## src/rtl/core/mmd_pkg.sv

```systemverilog
// ---------------------------------------------------------------------------
// mmd_pkg: shared types and constants of the minimum Mahalanobis distance unit
// Holds table sizes, the command codes and the controller-to-datapath bundle.
// ---------------------------------------------------------------------------
`default_nettype none
package mmd_pkg;
    localparam int MAX_DIM        = 16;
    localparam int MAX_COMPONENTS = 8;
    localparam int DIM_W          = $clog2(MAX_DIM);
    localparam int COMP_W         = $clog2(MAX_COMPONENTS);
    localparam int MEAN_AW        = COMP_W + DIM_W;
    localparam int MAT_AW         = COMP_W + 2 * DIM_W;
    localparam int VAL_W          = 32;
    localparam int OUT_W          = 48;
    localparam int PROD_W         = 49;
    localparam int T_W            = PROD_W + DIM_W;
    localparam logic [OUT_W-1:0] OUT_MAX = {OUT_W{1'b1}};

    localparam logic [1:0] CMD_MEAN   = 2'd0;
    localparam logic [1:0] CMD_MATRIX = 2'd1;
    localparam logic [1:0] CMD_SAMPLE = 2'd2;
    localparam logic [1:0] CMD_UNUSED = 2'd3;

    localparam logic CFG_DIM   = 1'b0;
    localparam logic CFG_NCOMP = 1'b1;

    typedef struct packed {
        logic              wr_mean;
        logic              wr_mat;
        logic              wr_sample;
        logic              init;
        logic              mac_rd;
        logic              mac_mul;
        logic              mac_acc;
        logic              sq;
        logic              add;
        logic              cmp;
        logic [COMP_W-1:0] comp;
        logic [DIM_W-1:0]  row;
        logic [DIM_W-1:0]  col;
    } t_ctrl;
endpackage
`default_nettype wire

```

## src/rtl/core/mmd_ctrl.sv

```systemverilog
// ---------------------------------------------------------------------------
// mmd_ctrl: sequencer of the minimum Mahalanobis distance unit
// Decodes items, holds the configuration registers and walks the
// component, column and row loops of the distance computation.
// ---------------------------------------------------------------------------
`default_nettype none
module mmd_ctrl import mmd_pkg::*; (
    input  wire logic             i_clk,
    input  wire logic             i_rst_n,
    input  wire logic             i_start,
    input  wire logic [1:0]       i_command,
    input  wire logic [DIM_W-1:0] i_row,
    input  wire logic             i_cfg_we,
    input  wire logic             i_cfg_index,
    input  wire logic [4:0]       i_cfg_data,
    output t_ctrl                 o_ctrl,
    output logic                  o_busy,
    output logic                  o_done
);
    typedef enum logic [7:0] {
        S_IDLE = 8'b0000_0001,
        S_RD   = 8'b0000_0010,
        S_MUL  = 8'b0000_0100,
        S_ACC  = 8'b0000_1000,
        S_SQ   = 8'b0001_0000,
        S_ADD  = 8'b0010_0000,
        S_CMP  = 8'b0100_0000,
        S_DONE = 8'b1000_0000
    } t_state;

    t_state            r_state, n_state;
    logic [4:0]        r_dim;
    logic [3:0]        r_ncomp;
    logic [COMP_W-1:0] r_c, n_c;
    logic [DIM_W-1:0]  r_r, n_r, r_col, n_col;
    logic [DIM_W:0]    dim;
    logic [COMP_W:0]   ncomp;
    logic [DIM_W-1:0]  last_dim;
    logic [COMP_W-1:0] last_comp;
    logic              accept;

    always_comb begin
        if (r_dim == '0) begin
            dim = (DIM_W+1)'(1);
        end else if (r_dim > 5'(MAX_DIM)) begin
            dim = (DIM_W+1)'(MAX_DIM);
        end else begin
            dim = (DIM_W+1)'(r_dim);
        end
        if (r_ncomp == '0) begin
            ncomp = (COMP_W+1)'(1);
        end else if (r_ncomp > 4'(MAX_COMPONENTS)) begin
            ncomp = (COMP_W+1)'(MAX_COMPONENTS);
        end else begin
            ncomp = (COMP_W+1)'(r_ncomp);
        end
        last_dim  = DIM_W'(dim - 1'b1);
        last_comp = COMP_W'(ncomp - 1'b1);
    end

    always_ff @(posedge i_clk) begin
        if (!i_rst_n) begin
            r_dim   <= 5'(MAX_DIM);
            r_ncomp <= 4'(MAX_COMPONENTS);
        end else if (i_cfg_we) begin
            unique case (i_cfg_index)
                CFG_DIM:   r_dim   <= i_cfg_data;
                CFG_NCOMP: r_ncomp <= i_cfg_data[3:0];
                default: ;
            endcase
        end
    end

    assign accept = i_start && (r_state == S_IDLE);

    always_comb begin
        n_state = r_state;
        n_c     = r_c;
        n_r     = r_r;
        n_col   = r_col;
        o_ctrl  = '0;
        o_ctrl.comp = r_c;
        o_ctrl.row  = r_r;
        o_ctrl.col  = r_col;
        unique case (r_state)
            S_IDLE: begin
                if (accept) begin
                    o_ctrl.wr_mean = (i_command == CMD_MEAN);
                    o_ctrl.wr_mat  = (i_command == CMD_MATRIX);
                    if (i_command == CMD_SAMPLE && {1'b0, i_row} < dim) begin
                        o_ctrl.wr_sample = 1'b1;
                        if (i_row == last_dim) begin
                            o_ctrl.init = 1'b1;
                            n_c     = '0;
                            n_r     = '0;
                            n_col   = '0;
                            n_state = S_RD;
                        end
                    end
                end
            end
            S_RD: begin
                o_ctrl.mac_rd = 1'b1;
                n_state = S_MUL;
            end
            S_MUL: begin
                o_ctrl.mac_mul = 1'b1;
                n_state = S_ACC;
            end
            S_ACC: begin
                o_ctrl.mac_acc = 1'b1;
                if (r_r == last_dim) begin
                    n_r     = '0;
                    n_state = S_SQ;
                end else begin
                    n_r     = r_r + 1'b1;
                    n_state = S_RD;
                end
            end
            S_SQ: begin
                o_ctrl.sq = 1'b1;
                n_state = S_ADD;
            end
            S_ADD: begin
                o_ctrl.add = 1'b1;
                if (r_col == last_dim) begin
                    n_col   = '0;
                    n_state = S_CMP;
                end else begin
                    n_col   = r_col + 1'b1;
                    n_state = S_RD;
                end
            end
            S_CMP: begin
                o_ctrl.cmp = 1'b1;
                if (r_c == last_comp) begin
                    n_state = S_DONE;
                end else begin
                    n_c     = r_c + 1'b1;
                    n_state = S_RD;
                end
            end
            S_DONE: begin
                n_state = S_IDLE;
            end
            default: n_state = S_IDLE;
        endcase
    end

    always_ff @(posedge i_clk) begin
        if (!i_rst_n) begin
            r_state <= S_IDLE;
            r_c     <= '0;
            r_r     <= '0;
            r_col   <= '0;
        end else begin
            r_state <= n_state;
            r_c     <= n_c;
            r_r     <= n_r;
            r_col   <= n_col;
        end
    end

    assign o_busy = (r_state != S_IDLE);
    assign o_done = (r_state == S_DONE);
endmodule
`default_nettype wire

```

## config.mk

```make
export PLATFORM = sky130hd
export DESIGN_NAME = mmd_ctrl
export DESIGN_NICKNAME = d
export VERILOG_FILES = /design/src/rtl/core/mmd_pkg.sv /design/src/rtl/core/mmd_ctrl.sv
export SDC_FILE = /design/constraint.sdc
export NUM_CORES = 1
export LEC_CHECK = 0
export ABC_AREA = 1
export BUFFER_PORTS_ARGS = -buffer_cell sky130_fd_sc_hd__buf_2
export CAP_MARGIN = 10
export CORE_MARGIN = 2
export CORE_UTILIZATION = 45
export CTS_BUF_LIST = sky130_fd_sc_hd__clkbuf_4 sky130_fd_sc_hd__clkbuf_8
export CTS_CLUSTER_SIZE = 16
export DETAILED_ROUTE_END_ITERATION = 10
export GPL_ROUTABILITY_DRIVEN = 1
export MAX_ROUTING_LAYER = met4
export PLACE_DENSITY = 0.68
export SETUP_SLACK_MARGIN = 0.5
export SLEW_MARGIN = 20
export SYNTH_ARGS = -nofsm -noshare
export SYNTH_HDL_FRONTEND = slang
export SYNTH_SLANG_ARGS = --single-unit
export TNS_END_PERCENT = 50
```

## constraint.sdc

```tcl
create_clock -name i_clk -period 2.2 [get_ports i_clk]
set_input_delay 0.44 -clock i_clk [delete_from_list [all_inputs] [get_ports i_clk]]
set_output_delay 0.44 -clock i_clk [all_outputs]
set_load 0.1 [all_outputs]
```

==> results.sh <==
export IMPL_status="complete, but fails checks"
export IMPL_failed_checks="negative setup slack"
export IMPL_insertion_delay_ps=270
export IMPL_skew_ps=5.14
export IMPL_cp_cell_sequence="nor2_4 > nand3_2 > nand2_2 > inv_2 > ha_4 > nor2_2 > nor3b_2 > nand2_1 > nor2_4 > nand3_2 > clkinvlp_4 > buf_12"
export IMPL_synth_edf_count=0
export IMPL_diodes=0
export IMPL_cp_required_ps=1760
export IMPL_p_per_area_mw_per_mm2=410
export IMPL_ir_worst_vdd_v=0.000296
export IMPL_hold_buffers=0
export IMPL_n_fill_cell=332
export IMPL_synth_top_area_share_pct=29.5
export IMPL_ys_warn_count=0
export IMPL_rows=23
export IMPL_fin_nets=383
export IMPL_final_antenna_net_count=0
export IMPL_cp_max_fo=3
export IMPL_num_io_pins=39
export IMPL_worst_path_largest_cell_delay_ps=360
export IMPL_overflow=0
export IMPL_postPlaceCellArea_sq_mm=0.00244
export IMPL_dr_first_iter_drc_count=64
export IMPL_finalNonFillerCells=407
export IMPL_via_per_inst=5.03
export IMPL_cp_arrival_ps=2050
export IMPL_final_area_sq_mm=0.00290
export IMPL_crit_type="reg2out"
export IMPL_synthCells=282
export IMPL_ys_top_cells_by_area="dfxtp_1, nand2_1, inv_1"
export IMPL_end_kind="output port"
export IMPL_cts_tree="done"
export IMPL_netlist_top_cell_by_area="dfxtp_1"
export IMPL_drt_total_wl_microns=4900
export IMPL_synthArstFlopShare_pct=0
export IMPL_cts_htree_levels=1
export IMPL_dp_cells=381
export IMPL_critPathLaunchType="flop"
export IMPL_tightest_slew_ps=495
export IMPL_path_clk_slew_ps=100
export IMPL_grtUsageTotal_pct=20.0
export IMPL_io_buffers=38
export IMPL_synth_area_sq_mm=0.00190
export IMPL_fp_dieH_microns=69.0
export IMPL_cts_sinks=28
export IMPL_clockBufferDepth=2
export IMPL_hold_class="in2reg"
export IMPL_p_leak_nw=1.34
export IMPL_coreArea_sq_mm=0.00403
export IMPL_start_util_pct=47.2
export IMPL_grt_pass1_vias=1869
export IMPL_synth_area_per_cell_sq_um=6.74
export IMPL_drive_gt1_share_pct=41.2
export IMPL_die_area_sq_mm=0.00476
export IMPL_dr_pass1_iters=4
export IMPL_min_period_ps=2490
export IMPL_total_power_mw=1.19
export IMPL_area_delta_synth_final_pct=52.7
export IMPL_slew_headroom_pct=67.2
export IMPL_final_hold_viol_count=0
export IMPL_drc=0
export IMPL_hpwlAfterDp_microns=3460
export IMPL_finalCritPeriodShare_pct=113
export IMPL_rsz0062_at_grt="yes"
export IMPL_yosysSeqAreaShare_pct=29.5
export IMPL_synth_ff_type="dfxtp_1"
export IMPL_via_count=2048
export IMPL_max_clock_freq_ghz=0.402
export IMPL_setup_slack_ps=-289
export IMPL_cts_buffers=3
export IMPL_routabilityCongestion=0.832
export IMPL_synth_nets=307
export IMPL_grt_pass1_wl_microns=7860
export IMPL_wl_per_cell_microns=12.0
export IMPL_drv_slew=0
export IMPL_ys_seq_elements=28
export IMPL_antenna_found_initial=0
export IMPL_clockRootBuffer="clkbuf_8"
export IMPL_grt_start_max_net_pins=17
export IMPL_maxCapViolCount=0
export IMPL_cp_slowest_cell="dfxtp_2"
export IMPL_yosysUniqueCellTypes=33
export IMPL_die_w_microns=69.0
export IMPL_finalSetupViolCount=2
==> critical path, delay by kind of cell (launching register included) <==
| family | cells | cell delay (ps) |
|---|---|---|
| buf+inv | 3 | 310 |
| fa+ha+maj | 1 | 270 |
| simple gates | 8 | 830 |
| flops | 1 | 360 |
==> synthesized netlist by cell type (2+ instances only) <==
| cell type | count |
|---|---|
| nand2_1 | 67 |
| inv_1 | 38 |
| dfxtp_1 | 28 |
| nand3_1 | 28 |
| nor2_1 | 27 |
| a21oi_1 | 16 |
| ha_1 | 9 |
| o21ai_0 | 9 |
| inv_2 | 8 |
| xor2_1 | 7 |
| nand2_2 | 5 |
| nand3b_1 | 5 |
| nor2_2 | 5 |
| nand3_2 | 4 |
| xnor2_1 | 3 |
| nand2_4 | 2 |
| nand4_1 | 2 |
| nor2_4 | 2 |
| nor3_1 | 2 |
| nor4_1 | 2 |
==> state kept, by name (all words and copies together), names as in the netlist <==
| name | count |
|---|---|
| r_ncomp | 4 |
| r_state | 8 |
| r_dim | 5 |
| r_r | 4 |
| r_col | 4 |
| r_c | 3 |
==> cell type report <==
class,instances,area (sq um),share of cell area (%)
Multi-Input combinational cell,204,1340,46.2
Timing Repair Buffer,75,661,22.7
Sequential cell,28,582,20.0
Inverter,46,186,6.42
Tap cell,50,62.6,2.15
Clock buffer,3,41.3,1.42
Clock inverter,1,30.0,1.03
==> stage by stage <==
| step | TNS, ps | hold WS, ps | setup WS [ps] | utilization [%] |
|---|---|---|---|---|
| 2_1_floorplan | -951 | 440 | -705 | - |
| 3_3_place_gp | -84.9 | 457 | -84.9 | 60.7 |
| 3_5_place_dp | -140 | 467 | -140 | 60.7 |
| 4_1_cts | -509 | 389 | -295 | 68.9 |
| 5_1_grt | -847 | 388 | -423 | 72.1 |
| 6_report | -481 | 382 | -289 | 72.1 |
==> routing by layer <==
layer | part of all wire [%] | global-route usage, %
met2 | 53 | 35.5
met1 | 42 | 23.5
met3 | 3.7 | 2.19
met5 | 0 | -
met4 | 1.3 | 6.32
==> path summary, 6_finish.rpt <==
check	endpoint	startpoint	slack (ps)	cells past startpoint
worst min register to register	r_ncomp[1]$_SDFFE_PN0P_	r_ncomp[1]$_SDFFE_PN0P_	470	2
worst max register to register	r_col[3]$_SDFFE_PN0P_	r_dim[0]$_SDFFE_PN0P_	130	15
worst min-delay path	r_dim[4]$_SDFFE_PN1P_	i_cfg_data[4]	380	3
worst max-delay path	o_ctrl[17]	r_dim[0]$_SDFFE_PN0P_	-290	12
==> report_power, final <==
part	internal (mW)	leakage, nW	switching [mW]
sequential	0.515	0.232	0.00896
clock	0.244	0.0357	0.164
combinational	0.112	1.07	0.147
==> layout by cell type (no fill, tap or decap), types with 11 or more instances in the layout <==
cell,netlist,layout
a21oi_1,16,16
buf_2,0,24
buf_4,1,28
buf_6,1,12
dfxtp_1,28,17
inv_1,38,33
nand2_1,67,61
nand3_1,28,25
nor2_1,27,22
nor2_4,2,11
==> repair_timing <==
item,4_1_cts,5_1_grt
endpoints found under the setup margin,28,31
cloned,0,0
endpoints found under the hold margin,0,0
setup buffers,12,10
pin swaps,24,24
gates resized for setup,49,17
==> cell families (layout without fill, tap and decap cells) <==
family                   count (synthesis)  after routing  synth area share [%]
buffers and inverters                   50            125                  10.5
AO/OA/AOI/OAI                           27             27                  7.24
AND/OR/NAND/NOR                        157            157                  41.4
XOR/XNOR                                11             11                  5.46
adder cells (fa/ha/maj)                  9              9                  5.92
flip-flops                              28             28                  29.5
Power figures use the tool's default switching activity.
